$ cat config.mk
export PLATFORM = sky130hd
export DESIGN_NAME = multilevel_priority_band_queue
export DESIGN_NICKNAME = d
export VERILOG_FILES = /design/src/mbq_pkg.sv /design/src/mbq_ram.sv /design/src/multilevel_priority_band_queue.sv
export SDC_FILE = /design/constraint.sdc
export NUM_CORES = 1
export LEC_CHECK = 0
export BUFFER_PORTS_ARGS = -buffer_cell sky130_fd_sc_hd__buf_2
export CORE_ASPECT_RATIO = 1.4
export CORE_MARGIN = 3
export CORE_UTILIZATION = 40
export CTS_BUF_LIST = sky130_fd_sc_hd__clkbuf_8
export CTS_CLUSTER_SIZE = 10
export DETAILED_ROUTE_END_ITERATION = 8
export PLACE_DENSITY = 0.57
export SYNTH_ARGS = -nofsm -noshare
export SYNTH_HDL_FRONTEND = slang
export SYNTH_HIERARCHICAL = 1
export SYNTH_SLANG_ARGS = --single-unit
$ cat constraint.sdc
create_clock -name clk -period 14.7 [get_ports clk]
set_input_delay 2.205 -clock clk [delete_from_list [all_inputs] [get_ports clk]]
set_output_delay 2.205 -clock clk [all_outputs]
set_load 0.005 [all_outputs]
$ cat src/mbq_pkg.sv
`timescale 1ns / 1ps
// ----------------------------------------------------------------------------
// mbq_pkg
// Types, codes and band boundaries for the multilevel priority band queue.
// ----------------------------------------------------------------------------
package mbq_pkg;

	localparam int NUM_QUEUES = 3;
	localparam int ENTRY_W    = 28;

	localparam logic [3:0] MAX_PRIO  = 4'd9;
	localparam logic [3:0] BAND0_MAX = 4'd3;
	localparam logic [3:0] BAND1_MAX = 4'd6;

	localparam logic [1:0] QUEUE_0 = 2'd0;
	localparam logic [1:0] QUEUE_1 = 2'd1;
	localparam logic [1:0] QUEUE_2 = 2'd2;

	typedef enum logic [1:0] {
		OP_INSERT   = 2'd0,
		OP_POP_HEAD = 2'd1,
		OP_POP_MAX  = 2'd2,
		OP_NONE     = 2'd3
	} op_t;

	typedef enum logic [2:0] {
		ST_DONE      = 3'd0,
		ST_EMPTY     = 3'd1,
		ST_FULL      = 3'd2,
		ST_BAD_PRIO  = 3'd3,
		ST_BAD_QUEUE = 3'd4
	} status_t;

	typedef enum logic [1:0] {
		S_IDLE,
		S_SCAN,
		S_SHIFT
	} state_t;

	typedef struct packed {
		logic [3:0]  prio;
		logic [15:0] size;
		logic [7:0]  tag;
	} entry_t;

	function automatic logic [1:0] band_of(logic [3:0] prio);
		logic [1:0] q;
		if (prio <= BAND0_MAX) q = QUEUE_0;
		else if (prio <= BAND1_MAX) q = QUEUE_1;
		else q = QUEUE_2;
		return q;
	endfunction

endpackage

$ cat src/mbq_ram.sv
`timescale 1ns / 1ps
// ----------------------------------------------------------------------------
// mbq_ram
// Generic simple dual-port RAM, one write port, one registered read port.
// ----------------------------------------------------------------------------
module mbq_ram #(
	parameter int WIDTH = 28,
	parameter int DEPTH = 48
) (
	input  logic                     clk,
	input  logic                     we,
	input  logic [$clog2(DEPTH)-1:0] waddr,
	input  logic [WIDTH-1:0]         wdata,
	input  logic                     re,
	input  logic [$clog2(DEPTH)-1:0] raddr,
	output logic [WIDTH-1:0]         rdata
);

	logic [WIDTH-1:0] mem_q [DEPTH];

	always_ff @(posedge clk) begin
		if (we) mem_q[waddr] <= wdata;
		if (re) rdata <= mem_q[raddr];
	end

endmodule

$ cat src/multilevel_priority_band_queue.sv
`timescale 1ns / 1ps
// ----------------------------------------------------------------------------
// multilevel_priority_band_queue
// Three banded FIFO queues in one entry RAM with insert, pop-head and
// pop-highest (oldest of greatest priority, gap closed by shifting).
// ----------------------------------------------------------------------------
// insert, operation code 3 and every failed request: done in the cycle after
// the start beat, busy stays low, so one such beat per cycle
// pop on a queue holding n entries: a read sweep over the entry RAM finds the
// entry, then a read/write sweep moves the later entries up; busy through
// both sweeps, done rises in the same cycle that busy falls
// the receiver cannot stall; reset clears the counts, the RAM is not cleared
// ----------------------------------------------------------------------------
module multilevel_priority_band_queue
	import mbq_pkg::*;
#(
	parameter int QUEUE_DEPTH = 16
) (
	input  logic        clk,
	input  logic        arst_n,
	input  logic        start,
	output logic        busy,
	input  logic [1:0]  operation,
	input  logic [3:0]  prio_level,
	input  logic [15:0] job_size,
	input  logic [7:0]  job_tag,
	input  logic [1:0]  queue_select,
	output logic        done,
	output logic [2:0]  status,
	output logic [3:0]  out_prio,
	output logic [15:0] out_size,
	output logic [7:0]  out_tag
);

	localparam int RAM_DEPTH = NUM_QUEUES * QUEUE_DEPTH;
	localparam int AW        = $clog2(RAM_DEPTH);
	localparam int SW        = $clog2(QUEUE_DEPTH);
	localparam int CW        = $clog2(QUEUE_DEPTH + 1);

	function automatic logic [AW-1:0] slot_addr(logic [1:0] q, logic [SW-1:0] s);
		return AW'(q) * AW'(QUEUE_DEPTH) + AW'(s);
	endfunction

	state_t          state_q, state_d;
	logic [CW-1:0]   cnt_q [NUM_QUEUES];
	logic [1:0]      sel_q;
	logic [CW-1:0]   last_q, n_q, ptr_q;
	logic [SW-1:0]   bidx_q, idx_s1, best_idx;
	logic            vld_s1;
	entry_t          best_q, rd_entry, wr_entry, res_entry;
	logic            accept, issue, take, res_ld, cnt_inc, cnt_dec, scan_end;
	status_t         res_status;
	logic [1:0]      band;
	logic            ram_we, ram_re;
	logic [AW-1:0]   ram_waddr, ram_raddr;
	logic [ENTRY_W-1:0] ram_rdata;
	logic            done_q;
	status_t         status_q;
	entry_t          out_q;

	mbq_ram #(
		.WIDTH(ENTRY_W),
		.DEPTH(RAM_DEPTH)
	) u_ram (
		.clk  (clk),
		.we   (ram_we),
		.waddr(ram_waddr),
		.wdata(wr_entry),
		.re   (ram_re),
		.raddr(ram_raddr),
		.rdata(ram_rdata)
	);

	assign busy     = (state_q != S_IDLE);
	assign accept   = start && !busy;
	assign band     = band_of(prio_level);
	assign rd_entry = entry_t'(ram_rdata);
	assign take     = (idx_s1 == '0) || (rd_entry.prio > best_q.prio);
	assign best_idx = take ? idx_s1 : bidx_q;

	always_ff @(posedge clk or negedge arst_n) begin
		if (!arst_n) state_q <= S_IDLE;
		else state_q <= state_d;
	end

	always_comb begin
		state_d    = state_q;
		issue      = 1'b0;
		res_ld     = 1'b0;
		res_status = ST_DONE;
		res_entry  = '0;
		cnt_inc    = 1'b0;
		cnt_dec    = 1'b0;
		scan_end   = 1'b0;
		ram_we     = 1'b0;
		ram_waddr  = slot_addr(sel_q, idx_s1);
		wr_entry   = rd_entry;
		ram_re     = 1'b0;
		ram_raddr  = slot_addr(sel_q, ptr_q[SW-1:0]);
		unique case (state_q)
			S_IDLE: begin
				if (accept) begin
					unique case (op_t'(operation))
						OP_INSERT: begin
							res_ld = 1'b1;
							if (prio_level > MAX_PRIO) begin
								res_status = ST_BAD_PRIO;
							end else if (cnt_q[band] >= CW'(QUEUE_DEPTH)) begin
								res_status = ST_FULL;
							end else begin
								cnt_inc   = 1'b1;
								ram_we    = 1'b1;
								ram_waddr = slot_addr(band, cnt_q[band][SW-1:0]);
								wr_entry  = '{prio: prio_level, size: job_size, tag: job_tag};
							end
						end
						OP_POP_HEAD, OP_POP_MAX: begin
							if (queue_select >= 2'(NUM_QUEUES)) begin
								res_ld     = 1'b1;
								res_status = ST_BAD_QUEUE;
							end else if (cnt_q[queue_select] == '0) begin
								res_ld     = 1'b1;
								res_status = ST_EMPTY;
							end else begin
								state_d = S_SCAN;
							end
						end
						OP_NONE: begin
							res_ld = 1'b1;
						end
					endcase
				end
			end
			S_SCAN: begin
				issue  = (ptr_q <= last_q);
				ram_re = issue;
				if (vld_s1 && (CW'(idx_s1) == last_q)) begin
					scan_end = 1'b1;
					state_d  = S_SHIFT;
				end
			end
			S_SHIFT: begin
				issue  = (ptr_q < n_q);
				ram_re = issue;
				ram_we = vld_s1;
				if (!issue && !vld_s1) begin
					state_d   = S_IDLE;
					res_ld    = 1'b1;
					res_entry = best_q;
					cnt_dec   = 1'b1;
				end
			end
			default: begin
				state_d = S_IDLE;
			end
		endcase
	end

	// pipeline and sweep registers
	always_ff @(posedge clk or negedge arst_n) begin
		if (!arst_n) vld_s1 <= 1'b0;
		else vld_s1 <= issue;
	end

	always_ff @(posedge clk) begin
		idx_s1 <= (state_q == S_SCAN) ? ptr_q[SW-1:0] : SW'(ptr_q - CW'(1));
		if (accept) begin
			sel_q  <= queue_select;
			n_q    <= cnt_q[queue_select[1:0] == 2'(NUM_QUEUES) ? QUEUE_0 : queue_select];
			last_q <= (op_t'(operation) == OP_POP_HEAD) ? '0 :
				cnt_q[queue_select[1:0] == 2'(NUM_QUEUES) ? QUEUE_0 : queue_select] - CW'(1);
			ptr_q  <= '0;
		end else if (scan_end) begin
			ptr_q <= CW'(best_idx) + CW'(1);
		end else if (issue) begin
			ptr_q <= ptr_q + CW'(1);
		end
		if (state_q == S_SCAN && vld_s1 && take) begin
			best_q <= rd_entry;
		end
		if (state_q == S_SCAN && vld_s1) begin
			bidx_q <= best_idx;
		end
	end

	// per-queue fill counts
	always_ff @(posedge clk or negedge arst_n) begin
		if (!arst_n) begin
			for (int i = 0; i < NUM_QUEUES; i++) cnt_q[i] <= '0;
		end else begin
			if (cnt_inc) cnt_q[band] <= cnt_q[band] + CW'(1);
			if (cnt_dec) cnt_q[sel_q] <= cnt_q[sel_q] - CW'(1);
		end
	end

	// result beat
	always_ff @(posedge clk or negedge arst_n) begin
		if (!arst_n) done_q <= 1'b0;
		else done_q <= res_ld;
	end

	always_ff @(posedge clk) begin
		if (res_ld) begin
			status_q <= res_status;
			out_q    <= res_entry;
		end
	end

	assign done     = done_q;
	assign status   = status_q;
	assign out_prio = out_q.prio;
	assign out_size = out_q.size;
	assign out_tag  = out_q.tag;

	a_cnt_bound: assert property (@(posedge clk) disable iff (!arst_n)
		(cnt_q[0] <= CW'(QUEUE_DEPTH)) && (cnt_q[1] <= CW'(QUEUE_DEPTH)) &&
		(cnt_q[2] <= CW'(QUEUE_DEPTH)))
		else $error("queue count above depth");

	a_done_idle: assert property (@(posedge clk) disable iff (!arst_n)
		done |-> !busy)
		else $error("result beat while busy");

	a_bad_prio: assert property (@(posedge clk) disable iff (!arst_n)
		(start && !busy && operation == OP_INSERT && prio_level > MAX_PRIO)
		|=> (done && status == ST_BAD_PRIO && out_prio == '0))
		else $error("bad priority not reported");

	a_pop_busy: assert property (@(posedge clk) disable iff (!arst_n)
		(start && !busy && (operation == OP_POP_HEAD || operation == OP_POP_MAX) &&
		queue_select < 2'(NUM_QUEUES) && cnt_q[queue_select] != '0) |=> (busy && !done))
		else $error("pop did not start a sweep");

endmodule
==> run_summary.xml, run 1 <==
<?xml version="1.0" encoding="UTF-8"?>
<metrics>
  <group name="global_routing">
    <metric name="global_route.overflow_total" unit="">0</metric>
    <metric name="gr-usage-met1" unit="%">26.0</metric>
    <metric name="grt_pass1_wl" unit="um">218000</metric>
    <metric name="gr-max-usage-layer" unit="">met2</metric>
    <metric name="grtUsageMet3" unit="%">3.63</metric>
    <metric name="first_global_vias" unit="">29767</metric>
    <metric name="globalRouteTotalUtil" unit="%">20.4</metric>
    <metric name="grt_max_degree" unit="">118</metric>
    <metric name="grt.met2_usage" unit="%">33.5</metric>
    <metric name="antenna_found_initial" unit="">8</metric>
  </group>
  <group name="synth">
    <metric name="synthesis.nets" unit="">3087</metric>
    <metric name="synth_register_bits" unit="">1475</metric>
    <metric name="area_leader_netlist" unit="">edfxtp_1</metric>
    <metric name="ys_seq_area_share" unit="%">75.0</metric>
    <metric name="netlist_top_cells_area" unit="">edfxtp_1, mux2i_1, mux4_2, a22oi_1, a22o_1</metric>
    <metric name="synthAdderAreaFrac" unit="%">0.511</metric>
    <metric name="synthDistinctLibCells" unit="">70</metric>
    <metric name="syn_area_per_cell" unit="um^2">19.4</metric>
    <metric name="asyncSetResetFlopFracSynth" unit="%">1.29</metric>
    <metric name="synth_xor_xnor_area_share" unit="%">0.298</metric>
    <metric name="synth.most_common_cell" unit="">edfxtp_1</metric>
    <metric name="synth_compound_area_share" unit="%">5.65</metric>
    <metric name="post-synth-top-area-fraction" unit="%">73.9</metric>
    <metric name="postSynthCellCount" unit="">3028</metric>
    <metric name="synth-edff-count" unit="">1447</metric>
    <metric name="syn_area" unit="um^2">58800</metric>
    <metric name="yosysWarningCount" unit="">6</metric>
    <metric name="synth.mux.area_fraction" unit="%">14.5</metric>
    <metric name="post_synth_most_frequent_cells" unit="">edfxtp_1, mux2i_1, mux4_2</metric>
    <metric name="synth_ff_type" unit="">edfxtp_1</metric>
    <metric name="synth_top_family_by_area" unit="">multiplexers</metric>
    <metric name="synthSimpleGateAreaFrac" unit="%">2.12</metric>
  </group>
  <group name="power_and_ir_drop">
    <metric name="power.density" unit="nW/um^2">180</metric>
    <metric name="leakage_power_total" unit="uW">0.0209</metric>
    <metric name="vdd_drop_max" unit="V">0.000152</metric>
    <metric name="totalPowerFinal" unit="uW">11700</metric>
  </group>
  <group name="routing">
    <metric name="detail-route-antenna-nets" unit="">0</metric>
    <metric name="viasPerCell" unit="">5.60</metric>
    <metric name="drc" unit="">0</metric>
    <metric name="avgRoutedWirePerCell" unit="um">29.5</metric>
    <metric name="first_iter_violations" unit="">2813</metric>
    <metric name="postRouteWirelength" unit="um">155000</metric>
    <metric name="vias" unit="">29484</metric>
    <metric name="detailedRoute.firstPassIterationCount" unit="">6</metric>
  </group>
  <group name="critical_path">
    <metric name="cp_data_arrival_time" unit="ps">7180</metric>
    <metric name="path_buf_inv" unit="">2</metric>
    <metric name="number_of_logic_stages_on_the_critical_path_including_buffering" unit="">8</metric>
    <metric name="cp_data_required_time" unit="ps">15210</metric>
    <metric name="critPathSlowestCell" unit="">nor2_4</metric>
    <metric name="r2r.worst_path.cells" unit="">11</metric>
    <metric name="timing.critical_path.from" unit="">prio_level[2]</metric>
    <metric name="r2r_start" unit="">state_q[0]$_DFFE_PN0P_</metric>
    <metric name="max_stage_delay_on_crit_path" unit="ps">1160</metric>
    <metric name="cp_top_family" unit="">simple AND/OR/NAND/NOR gates</metric>
    <metric name="timing.critical_path.from_type" unit="">input port</metric>
    <metric name="timing.critical_path.to_type" unit="">flop</metric>
    <metric name="critical_path.cell_chain" unit="">buf_2, a31oi_4, mux2_4, or3_2, buf_4, o21ai_1, nand4_1, nor2_4</metric>
    <metric name="timing.critical_path.fanout_max" unit="">40</metric>
    <metric name="type_of_the_worst_setup_path" unit="">input port to flop</metric>
  </group>
  <group name="cts">
    <metric name="cts-buffers-inserted" unit="">207</metric>
    <metric name="cts_max_level" unit="">4</metric>
    <metric name="clk-insertion-delay-late" unit="ps">920</metric>
    <metric name="clk_root_buffer_cell" unit="">clkbuf_8</metric>
    <metric name="clk_buf_depth" unit="">3</metric>
    <metric name="post_cts_buffers" unit="">0</metric>
    <metric name="clkTransAtPathRegs" unit="ps">60</metric>
    <metric name="ctsResizeCount" unit="">0</metric>
    <metric name="ctsHoldBuffers" unit="">0</metric>
    <metric name="clock_sink_count" unit="">1475</metric>
    <metric name="tritoncts_clock_tree" unit="">built</metric>
  </group>
  <group name="placement">
    <metric name="gp_congestion" unit="">0.855</metric>
    <metric name="place.detailed.instances" unit="">4878</metric>
    <metric name="numPortBuffers" unit="">67</metric>
    <metric name="detailedPlacementHpwl" unit="um">96000</metric>
  </group>
  <group name="sta">
    <metric name="grt_setup_unrepaired" unit="">no</metric>
    <metric name="worst-slew-pin-transition" unit="ps">1170</metric>
    <metric name="setup_tns" unit="ps">0</metric>
    <metric name="layout_min_cycle_time" unit="ps">6680</metric>
    <metric name="clock.fmax" unit="MHz">150</metric>
    <metric name="final-max-slew-violation-count" unit="">0</metric>
    <metric name="finalHoldViolCount" unit="">0</metric>
    <metric name="finalHoldWorstSlack" unit="ps">502</metric>
    <metric name="clock-skew-final" unit="ps">54.1</metric>
    <metric name="timing.final.setup_violations" unit="">0</metric>
    <metric name="timing.final.crit_share" unit="%">45.4</metric>
    <metric name="slew_headroom" unit="%">22.3</metric>
  </group>
  <group name="finish">
    <metric name="instances_no_fill" unit="">5261</metric>
    <metric name="synthToLayoutAreaGrowth" unit="%">10.8</metric>
    <metric name="final_core_utilization" unit="%">44.9</metric>
    <metric name="fraction_of_final_layout_cells_with_drive_strength_greater_than_1" unit="%">19.9</metric>
    <metric name="nNetsFinal" unit="">3226</metric>
  </group>
  <group name="floorplan">
    <metric name="die-width" unit="um">330</metric>
    <metric name="die_area" unit="um^2">152000</metric>
    <metric name="num_io_pins" unit="">68</metric>
    <metric name="num_rows" unit="">165</metric>
    <metric name="start_util" unit="%">40.5</metric>
    <metric name="die_height" unit="um">460</metric>
    <metric name="placeableCoreArea" unit="um^2">145000</metric>
  </group>
  <group name="hold_path">
    <metric name="hold_path_class" unit="">flop to flop</metric>
    <metric name="hold_path_startpoint" unit="">u_ram/rdata[9]$_DFFE_PP_</metric>
    <metric name="worst_hold_path.num_cells" unit="">0</metric>
  </group>
  <group name="job">
    <metric name="maxCapViolations" unit="">0</metric>
  </group>
  <group name="run_status">
    <metric name="run_status" unit="">finished, final reports clean</metric>
  </group>
</metrics>
routing by layer:
metal	vias up	share of wire, %
li1	12714	-
met2	1118	49
met5	-	0
met3	283	5.7
met1	15369	40
met4	0	5.6
cell type report:
cell class                 instances  area [um^2]
fill                           12213        80000
sequential                      1475        44100
multi-input combinational       1351        14000
clock buffer                     211         2900
tap                             1920         2400
clock inverter                   170          981
timing repair buffer             100          646
inverter                          32          120
antenna                            2         5.00
kinds of logic after synthesis:
group	Yosys count
AO/OA/AOI/OAI	402
XOR/XNOR	20
adder cells (fa/ha/maj)	24
buffers and inverters	202
flip-flops	1475
multiplexers	661
AND/OR/NAND/NOR	244
sequential cells by signal (all words and copies together) (netlist names), 5 cells and up:
name	cells
u_ram/mem_q	1344
out_size	16
out_tag	8
n_q	5
u_ram/rdata	28
ptr_q	5
best_q	28
last_q	5
cnt_q	15
worst paths after layout:
kind	end	slack [ps]
max	u_ram/mem_q[39][6]$_DFFE_PP_	8020
min	best_q[9]$_DFFE_PP_	500
max reg2reg	u_ram/mem_q[39][6]$_DFFE_PP_	8740
min reg2reg	best_q[9]$_DFFE_PP_	500
max in group asynchronous	cnt_q[3]$_DFF_PN0_	13090
min in group asynchronous	done$_DFF_PN0_	1260
power by group:
| group | total [uW] | internal [uW] | switching (uW) | leakage, uW |
|---|---|---|---|---|
| sequential | 5360 | 5230 | 129 | 0.0133 |
| combinational | 3370 | 1060 | 2310 | 0.00544 |
| clock | 3020 | 1500 | 1520 | 0.00218 |
| total | 11700 | 7780 | 3960 | 0.0209 |
placed cells by master, fill, tap and decap left out, types with 56 or more instances in the layout:
| cell | count |
|---|---|
| nand2_1 | 63 |
| a22oi_1 | 113 |
| clkinv_1 | 65 |
| edfxtp_1 | 1447 |
| buf_2 | 67 |
| mux4_2 | 140 |
| a21oi_1 | 72 |
| a22o_1 | 56 |
| clkbuf_8 | 211 |
| mux2i_1 | 481 |
| inv_1 | 85 |
through the flow:
| step | setup slack, ps | cell area [um^2] |
|---|---|---|
| global route | 7850 | 65100 |
| global placement | 7420 | 61300 |
| CTS | 8240 | 65100 |
| floorplan | 8010 | 58800 |
| detailed placement | 7210 | 61300 |
| finish | 8020 | 65100 |
(Power assumes the default switching activity.)
==> inputs of run 2 (changes only) <==
--- a/config.mk
+++ b/config.mk
@@ -12,7 +12,7 @@
 export CTS_BUF_LIST = sky130_fd_sc_hd__clkbuf_8
 export CTS_CLUSTER_SIZE = 10
 export DETAILED_ROUTE_END_ITERATION = 8
-export PLACE_DENSITY = 0.57
+export PLACE_DENSITY = 0.59
 export SYNTH_ARGS = -nofsm -noshare
 export SYNTH_HDL_FRONTEND = slang
 export SYNTH_HIERARCHICAL = 1
==> constraint.sdc (replaced) <==
create_clock -name clk -period 5.9 [get_ports clk]
set_input_delay 0.885 -clock clk [delete_from_list [all_inputs] [get_ports clk]]
set_output_delay 0.885 -clock clk [all_outputs]
set_load 0.005 [all_outputs]
==> run 2 against run 1 <==
Against the previous run: worst setup slack got worse by 6700 ps; sequential cell count unchanged; core utilization grew 0.40 points; first-iteration DRC count down 6.9%; die area did not move; cell area is 0.90% higher; cell count up 1.1%; clock skew decreased by 9.8 ps; critical path type is now flop to flop; highest routed layer is now met5.
==> run_summary.xml, run 2 (synthesis gave the netlist of run 1 again) <==
<?xml version="1.0" encoding="UTF-8"?>
<metrics>
  <group name="critical_path">
    <metric name="cp_data_arrival_time" unit="ps">5180</metric>
    <metric name="timing.critical_path.from_type" unit="">flop</metric>
    <metric name="cp_top_family" unit="">simple AND/OR/NAND/NOR gates</metric>
    <metric name="critPathSlowestCell" unit="">or3b_2</metric>
    <metric name="timing.critical_path.to_type" unit="">flop</metric>
    <metric name="reg2reg_slack" unit="ps">1310</metric>
    <metric name="cp_data_required_time" unit="ps">6490</metric>
    <metric name="max_stage_delay_on_crit_path" unit="ps">710</metric>
    <metric name="path_buf_inv" unit="">5</metric>
    <metric name="critical_path.cell_chain" unit="">inv_1, ha_1, nand2_1, clkinv_1, buf_4, nand2_1, or3_2, buf_4, nor2_8, a21o_1, or3b_2, nor2_4, buf_12</metric>
    <metric name="timing.critical_path.fanout_max" unit="">19</metric>
    <metric name="type_of_the_worst_setup_path" unit="">flop to flop</metric>
  </group>
  <group name="placement">
    <metric name="place.detailed.instances" unit="">4947</metric>
    <metric name="detailedPlacementHpwl" unit="um">88700</metric>
    <metric name="numPortBuffers" unit="">67</metric>
    <metric name="gp_congestion" unit="">0.807</metric>
  </group>
  <group name="power_and_ir_drop">
    <metric name="power.density" unit="nW/um^2">433</metric>
    <metric name="leakage_power_total" unit="uW">0.0213</metric>
    <metric name="vdd_drop_max" unit="V">0.000280</metric>
    <metric name="totalPowerFinal" unit="uW">28500</metric>
  </group>
  <group name="sta">
    <metric name="timing.final.crit_share" unit="%">77.8</metric>
    <metric name="timing.final.setup_violations" unit="">0</metric>
    <metric name="grt_setup_unrepaired" unit="">no</metric>
    <metric name="worst-slew-pin-transition" unit="ps">1110</metric>
    <metric name="layout_min_cycle_time" unit="ps">4590</metric>
    <metric name="setup_tns" unit="ps">0</metric>
    <metric name="clock-skew-final" unit="ps">44.3</metric>
    <metric name="clock.fmax" unit="MHz">218</metric>
    <metric name="slew_headroom" unit="%">25.9</metric>
    <metric name="finalHoldViolCount" unit="">0</metric>
    <metric name="final-max-slew-violation-count" unit="">0</metric>
  </group>
  <group name="job">
    <metric name="maxCapViolations" unit="">0</metric>
  </group>
  <group name="cts">
    <metric name="clk-insertion-delay-late" unit="ps">900</metric>
    <metric name="cts-buffers-inserted" unit="">208</metric>
    <metric name="clkTransAtPathRegs" unit="ps">60</metric>
    <metric name="tritoncts_clock_tree" unit="">built</metric>
    <metric name="clk_buf_depth" unit="">3</metric>
    <metric name="cts_max_level" unit="">4</metric>
    <metric name="clock_sink_count" unit="">1475</metric>
    <metric name="post_cts_buffers" unit="">0</metric>
    <metric name="clk_root_buffer_cell" unit="">clkbuf_8</metric>
  </group>
  <group name="floorplan">
    <metric name="start_util" unit="%">40.5</metric>
    <metric name="die_area" unit="um^2">152000</metric>
    <metric name="placeableCoreArea" unit="um^2">145000</metric>
    <metric name="die_height" unit="um">460</metric>
    <metric name="num_rows" unit="">165</metric>
    <metric name="num_io_pins" unit="">68</metric>
    <metric name="die-width" unit="um">330</metric>
  </group>
  <group name="finish">
    <metric name="synthToLayoutAreaGrowth" unit="%">11.8</metric>
    <metric name="mostFrequentLayoutCell" unit="">edfxtp_1</metric>
    <metric name="largest_register_ffs" unit="">1344</metric>
    <metric name="multi_input_comb_area" unit="um^2">14000</metric>
    <metric name="layout_top_registers" unit="">u_ram/mem_q (1344), best_q (28), u_ram/rdata (28)</metric>
    <metric name="final.fill_count" unit="">12286</metric>
    <metric name="top_register" unit="">u_ram/mem_q</metric>
    <metric name="instances_no_fill" unit="">5320</metric>
    <metric name="nNetsFinal" unit="">3297</metric>
    <metric name="most-common-layout-cells" unit="">edfxtp_1, mux2i_1, clkbuf_8</metric>
    <metric name="fraction_of_final_layout_cells_with_drive_strength_greater_than_1" unit="%">21.3</metric>
    <metric name="area.sequential" unit="um^2">44100</metric>
  </group>
  <group name="routing">
    <metric name="postRouteWirelength" unit="um">145000</metric>
    <metric name="first_iter_violations" unit="">2620</metric>
    <metric name="viasPerCell" unit="">5.50</metric>
    <metric name="detailedRoute.firstPassIterationCount" unit="">5</metric>
    <metric name="vias" unit="">29270</metric>
    <metric name="drc" unit="">0</metric>
    <metric name="detail-route-antenna-nets" unit="">0</metric>
    <metric name="avgRoutedWirePerCell" unit="um">27.3</metric>
  </group>
  <group name="global_routing">
    <metric name="grt_pass1_wl" unit="um">209000</metric>
    <metric name="globalRouteTotalUtil" unit="%">19.1</metric>
    <metric name="grt_max_degree" unit="">113</metric>
    <metric name="antenna_found_initial" unit="">4</metric>
    <metric name="first_global_vias" unit="">29912</metric>
    <metric name="global_route.overflow_total" unit="">0</metric>
  </group>
  <group name="run_status">
    <metric name="run_status" unit="">finished, final reports clean</metric>
  </group>
  <group name="hold_path">
    <metric name="hold_path_class" unit="">input port to flop</metric>
  </group>
</metrics>
[run 2: final timing paths]
check | from | end | cells after the start
min in group asynchronous | arst_n | done$_DFF_PN0_ | 2
max reg2reg | state_q[0]$_DFFE_PN0P_ | u_ram/mem_q[39][22]$_DFFE_PP_ | 13
max | state_q[0]$_DFFE_PN0P_ | u_ram/mem_q[39][22]$_DFFE_PP_ | 13
max in group asynchronous | arst_n | cnt_q[3]$_DFF_PN0_ | 2
min | queue_select[1] | sel_q[1]$_DFFE_PP_ | 1
min reg2reg | u_ram/rdata[2]$_DFFE_PP_ | best_q[2]$_DFFE_PP_ | 0
[run 2: worst register-to-register path, cell delays in order, from the launching register on]
cell and delay, ps:
dfrtp_1 380, inv_1 100, ha_1 210, nand2_1 150, clkinv_1 70, buf_4 260, nand2_1 210, or3_2 650
buf_4 290, nor2_8 160, a21o_1 300, or3b_2 720, nor2_4 530, buf_12 250
[run 2: metrics by stage]
stage	setup WS [ps]	util, %	hold slack (ps)	cell area, um^2
after global placement	775	42.7	451	62000
final	1310	45.3	403	65700
after global routing	1030	45.3	333	65700
after CTS	1360	45.3	293	65700
after detailed placement	776	42.7	445	62000
after floorplan	527	-	427	58800
[run 2: final cells by class]
cell class                      count  area share [%]
Antenna cell                        2         0.00761
Clock buffer                      211            4.42
Clock inverter                    159            1.30
Inverter                           32           0.183
Multi-Input combinational cell   1351            21.3
Sequential cell                  1475            67.1
Tap cell                         1920            3.65
Timing Repair Buffer              170            2.05
[run 2: power breakdown]
part	switching [uW]	leakage, uW	internal [uW]
sequential	285	0.0133	13000
clock	3780	0.00213	3550
combinational	5120	0.00587	2700
[run 2: layer usage]
layer	wire [um]	vias up	global-route usage, %
met2	76400	875	33.7
met5	13	-	0
met3	7360	200	3.25
li1	-	12834	-
met1	57800	15359	24.1
met4	3460	2	5.61
[run 2: repair_timing]
item | CTS | global route
hold buffers | 1 | 0
resized for setup | 0 | 0
endpoints found under the hold margin | 19 | 0
==> inputs of run 3 (changes only) <==
==> constraint.sdc (replaced) <==
create_clock -name clk -period 3.89 [get_ports clk]
set_input_delay 0.5835 -clock clk [delete_from_list [all_inputs] [get_ports clk]]
set_output_delay 0.5835 -clock clk [all_outputs]
set_load 0.005 [all_outputs]
==> run 3 against run 2 <==
Against the previous run: combinational power up 55%; cell count up 1.6%; clock-buffer cell count up 9; register-to-register slack worse by 1100 ps; critical path depth down 2; sequential power up 52%; critical path type unchanged.
==> run_summary.xml, run 3 (synthesis gave the netlist of run 1 again) <==
<?xml version="1.0" encoding="UTF-8"?>
<metrics>
  <group name="routing">
    <metric name="detailedRoute.firstPassIterationCount" unit="">5</metric>
    <metric name="viasPerCell" unit="">5.45</metric>
    <metric name="drc" unit="">0</metric>
    <metric name="vias" unit="">29475</metric>
    <metric name="detail-route-antenna-nets" unit="">0</metric>
    <metric name="first_iter_violations" unit="">2537</metric>
    <metric name="postRouteWirelength" unit="um">142000</metric>
    <metric name="avgRoutedWirePerCell" unit="um">26.3</metric>
  </group>
  <group name="sta">
    <metric name="layout_min_cycle_time" unit="ps">3630</metric>
    <metric name="finalHoldViolCount" unit="">0</metric>
    <metric name="final-max-slew-violation-count" unit="">0</metric>
    <metric name="clock-skew-final" unit="ps">42.4</metric>
    <metric name="worst-slew-pin-transition" unit="ps">982</metric>
    <metric name="grt_setup_unrepaired" unit="">no</metric>
    <metric name="clock.fmax" unit="MHz">275</metric>
    <metric name="slew_headroom" unit="%">34.4</metric>
    <metric name="timing.final.setup_violations" unit="">0</metric>
    <metric name="timing.final.crit_share" unit="%">93.4</metric>
  </group>
  <group name="global_routing">
    <metric name="grt_max_degree" unit="">73</metric>
    <metric name="first_global_vias" unit="">30127</metric>
    <metric name="globalRouteTotalUtil" unit="%">18.8</metric>
    <metric name="antenna_found_initial" unit="">5</metric>
    <metric name="grt_pass1_wl" unit="um">208000</metric>
    <metric name="global_route.overflow_total" unit="">0</metric>
  </group>
  <group name="power_and_ir_drop">
    <metric name="pwr-share-comb" unit="%">27.5</metric>
    <metric name="cellInternalPower" unit="uW">30100</metric>
    <metric name="leakage_power_total" unit="uW">0.0220</metric>
    <metric name="power.density" unit="nW/um^2">656</metric>
    <metric name="clock_share_of_power" unit="%">26.8</metric>
    <metric name="total_switching_power" unit="uW">14000</metric>
    <metric name="seq_power_share" unit="%">45.7</metric>
    <metric name="vdd_drop_max" unit="V">0.000454</metric>
    <metric name="power.switching_fraction" unit="%">31.7</metric>
  </group>
  <group name="placement">
    <metric name="place.detailed.instances" unit="">5011</metric>
    <metric name="detailedPlacementHpwl" unit="um">88400</metric>
    <metric name="detailed_place.area" unit="um^2">63100</metric>
    <metric name="gp_congestion" unit="">0.847</metric>
    <metric name="numPortBuffers" unit="">67</metric>
  </group>
  <group name="critical_path">
    <metric name="cp_data_required_time" unit="ps">4500</metric>
    <metric name="timing.critical_path.to_type" unit="">flop</metric>
    <metric name="reg2reg_slack" unit="ps">260</metric>
    <metric name="type_of_the_worst_setup_path" unit="">flop to flop</metric>
    <metric name="timing.critical_path.from_type" unit="">flop</metric>
    <metric name="r2r_start" unit="">state_q[0]$_DFFE_PN0P_</metric>
    <metric name="cp_data_arrival_time" unit="ps">4250</metric>
    <metric name="timing.critical_path.fanout_max" unit="">13</metric>
    <metric name="timing.critical_path.from" unit="">state_q[0]$_DFFE_PN0P_</metric>
  </group>
  <group name="cts">
    <metric name="post_cts_buffers" unit="">0</metric>
    <metric name="cts_max_level" unit="">4</metric>
    <metric name="cts-buffers-inserted" unit="">214</metric>
    <metric name="clk_root_buffer_cell" unit="">clkbuf_8</metric>
    <metric name="tritoncts_clock_tree" unit="">built</metric>
    <metric name="clock_sink_count" unit="">1475</metric>
    <metric name="clk-insertion-delay-late" unit="ps">930</metric>
    <metric name="clkTransAtPathRegs" unit="ps">60</metric>
    <metric name="clk_buf_depth" unit="">3</metric>
  </group>
  <group name="finish">
    <metric name="fraction_of_final_layout_cells_with_drive_strength_greater_than_1" unit="%">23.0</metric>
    <metric name="mostFrequentLayoutCell" unit="">edfxtp_1</metric>
    <metric name="instances_no_fill" unit="">5404</metric>
    <metric name="final_cell_area" unit="um^2">67200</metric>
    <metric name="area.sequential" unit="um^2">44100</metric>
    <metric name="most-common-layout-cells" unit="">edfxtp_1, mux2i_1, clkbuf_8</metric>
    <metric name="largest_register_ffs" unit="">1344</metric>
    <metric name="multi_input_comb_area" unit="um^2">14000</metric>
    <metric name="nNetsFinal" unit="">3368</metric>
    <metric name="top_register" unit="">u_ram/mem_q</metric>
    <metric name="synthToLayoutAreaGrowth" unit="%">14.3</metric>
    <metric name="layout_top_registers" unit="">u_ram/mem_q (1344), best_q (28), u_ram/rdata (28)</metric>
    <metric name="final.fill_count" unit="">12117</metric>
  </group>
  <group name="floorplan">
    <metric name="die-width" unit="um">330</metric>
    <metric name="die_area" unit="um^2">152000</metric>
    <metric name="placeableCoreArea" unit="um^2">145000</metric>
    <metric name="die_height" unit="um">460</metric>
    <metric name="num_io_pins" unit="">68</metric>
    <metric name="num_rows" unit="">165</metric>
    <metric name="start_util" unit="%">40.5</metric>
  </group>
  <group name="job">
    <metric name="maxCapViolations" unit="">0</metric>
  </group>
  <group name="run_status">
    <metric name="run_status" unit="">finished, final reports clean</metric>
  </group>
  <group name="hold_path">
    <metric name="hold_path_startpoint" unit="">queue_select[0]</metric>
    <metric name="hold_path_class" unit="">input port to flop</metric>
  </group>
</metrics>
## run 3: cell types whose count changed in the layout (fill, tap and decap cells not counted), moves of 3 or more
cell and change:
buf_12 +55, buf_4 +9, clkbuf_8 +9, inv_1 +8, bufinv_16 +6, inv_8 -3
## run 3: power groups by stage
stage / logic (uW) / clock network [uW] / registers (uW)
2_1_floorplan: 7890 / 0 / 20200
3_3_place_gp: 12100 / 0 / 20500
5_1_grt: 12900 / 12800 / 20200
3_5_place_dp: 12200 / 0 / 20500
4_1_cts: 12200 / 12100 / 20200
6_report: 12100 / 11800 / 20200
## run 3: repair_timing
item,4_1_cts,5_1_grt
hold buffers,2,0
endpoints found under the hold margin,20,0
gates resized for setup,0,0
## run 3: final timing paths
| path | endpoint | cells past startpoint |
|---|---|---|
| setup / recovery | u_ram/mem_q[38][6]$_DFFE_PP_ | 11 |
| max in group asynchronous | cnt_q[1]$_DFF_PN0_ | 2 |
| min in group asynchronous | vld_s1$_DFF_PN0_ | 2 |
| hold reg to reg | best_q[8]$_DFFE_PP_ | 0 |
| setup reg to reg | u_ram/mem_q[38][6]$_DFFE_PP_ | 11 |
| hold / removal | sel_q[0]$_DFFE_PP_ | 1 |
## run 3: final cells by class
cell class / instances / share of cell area [%]
multi-input cells: 1351 / 20.8
diodes: 2 / 0.00744
well taps: 1920 / 3.57
repair buffers: 235 / 3.76
flip-flops and latches: 1475 / 65.6
clock buffers: 220 / 4.50
clock inverters: 169 / 1.54
inverters: 32 / 0.179
## run 3: metrics by stage
stage | utilization [%] | hold WS [ps] | setup TNS, ps | total power (uW) | setup WS (ps)
final | 46.3 | 134 | 0 | 44100 | 255
after global routing | 46.3 | 63.3 | 0 | 45900 | 115
after CTS | 46.3 | 25.6 | 0 | 44500 | 324
after detailed placement | 43.5 | 481 | 0 | 32700 | 37.2
after global placement | 43.5 | 494 | 0 | 32600 | 77.3
after floorplan | - | 288 | -33370 | 28000 | -335
## run 3: routing by layer
metal	GRT usage, %	routed length [um]	up-vias
met5	0	0	-
met4	4.45	2560	0
met3	3.35	7530	194
met2	32.4	72800	864
met1	24.7	59200	15420
li1	-	-	12997
## run 3: worst max-delay path, cell delays in order, from the launching register on
cell and delay (ps):
dfrtp_1 380, inv_1 110, ha_1 220, nand2_1 180, clkinv_1 110, nand2_1 70, or3_2 640, nor2_8 140
a21o_1 230, or3b_2 720, nor2_4 290, buf_4 220
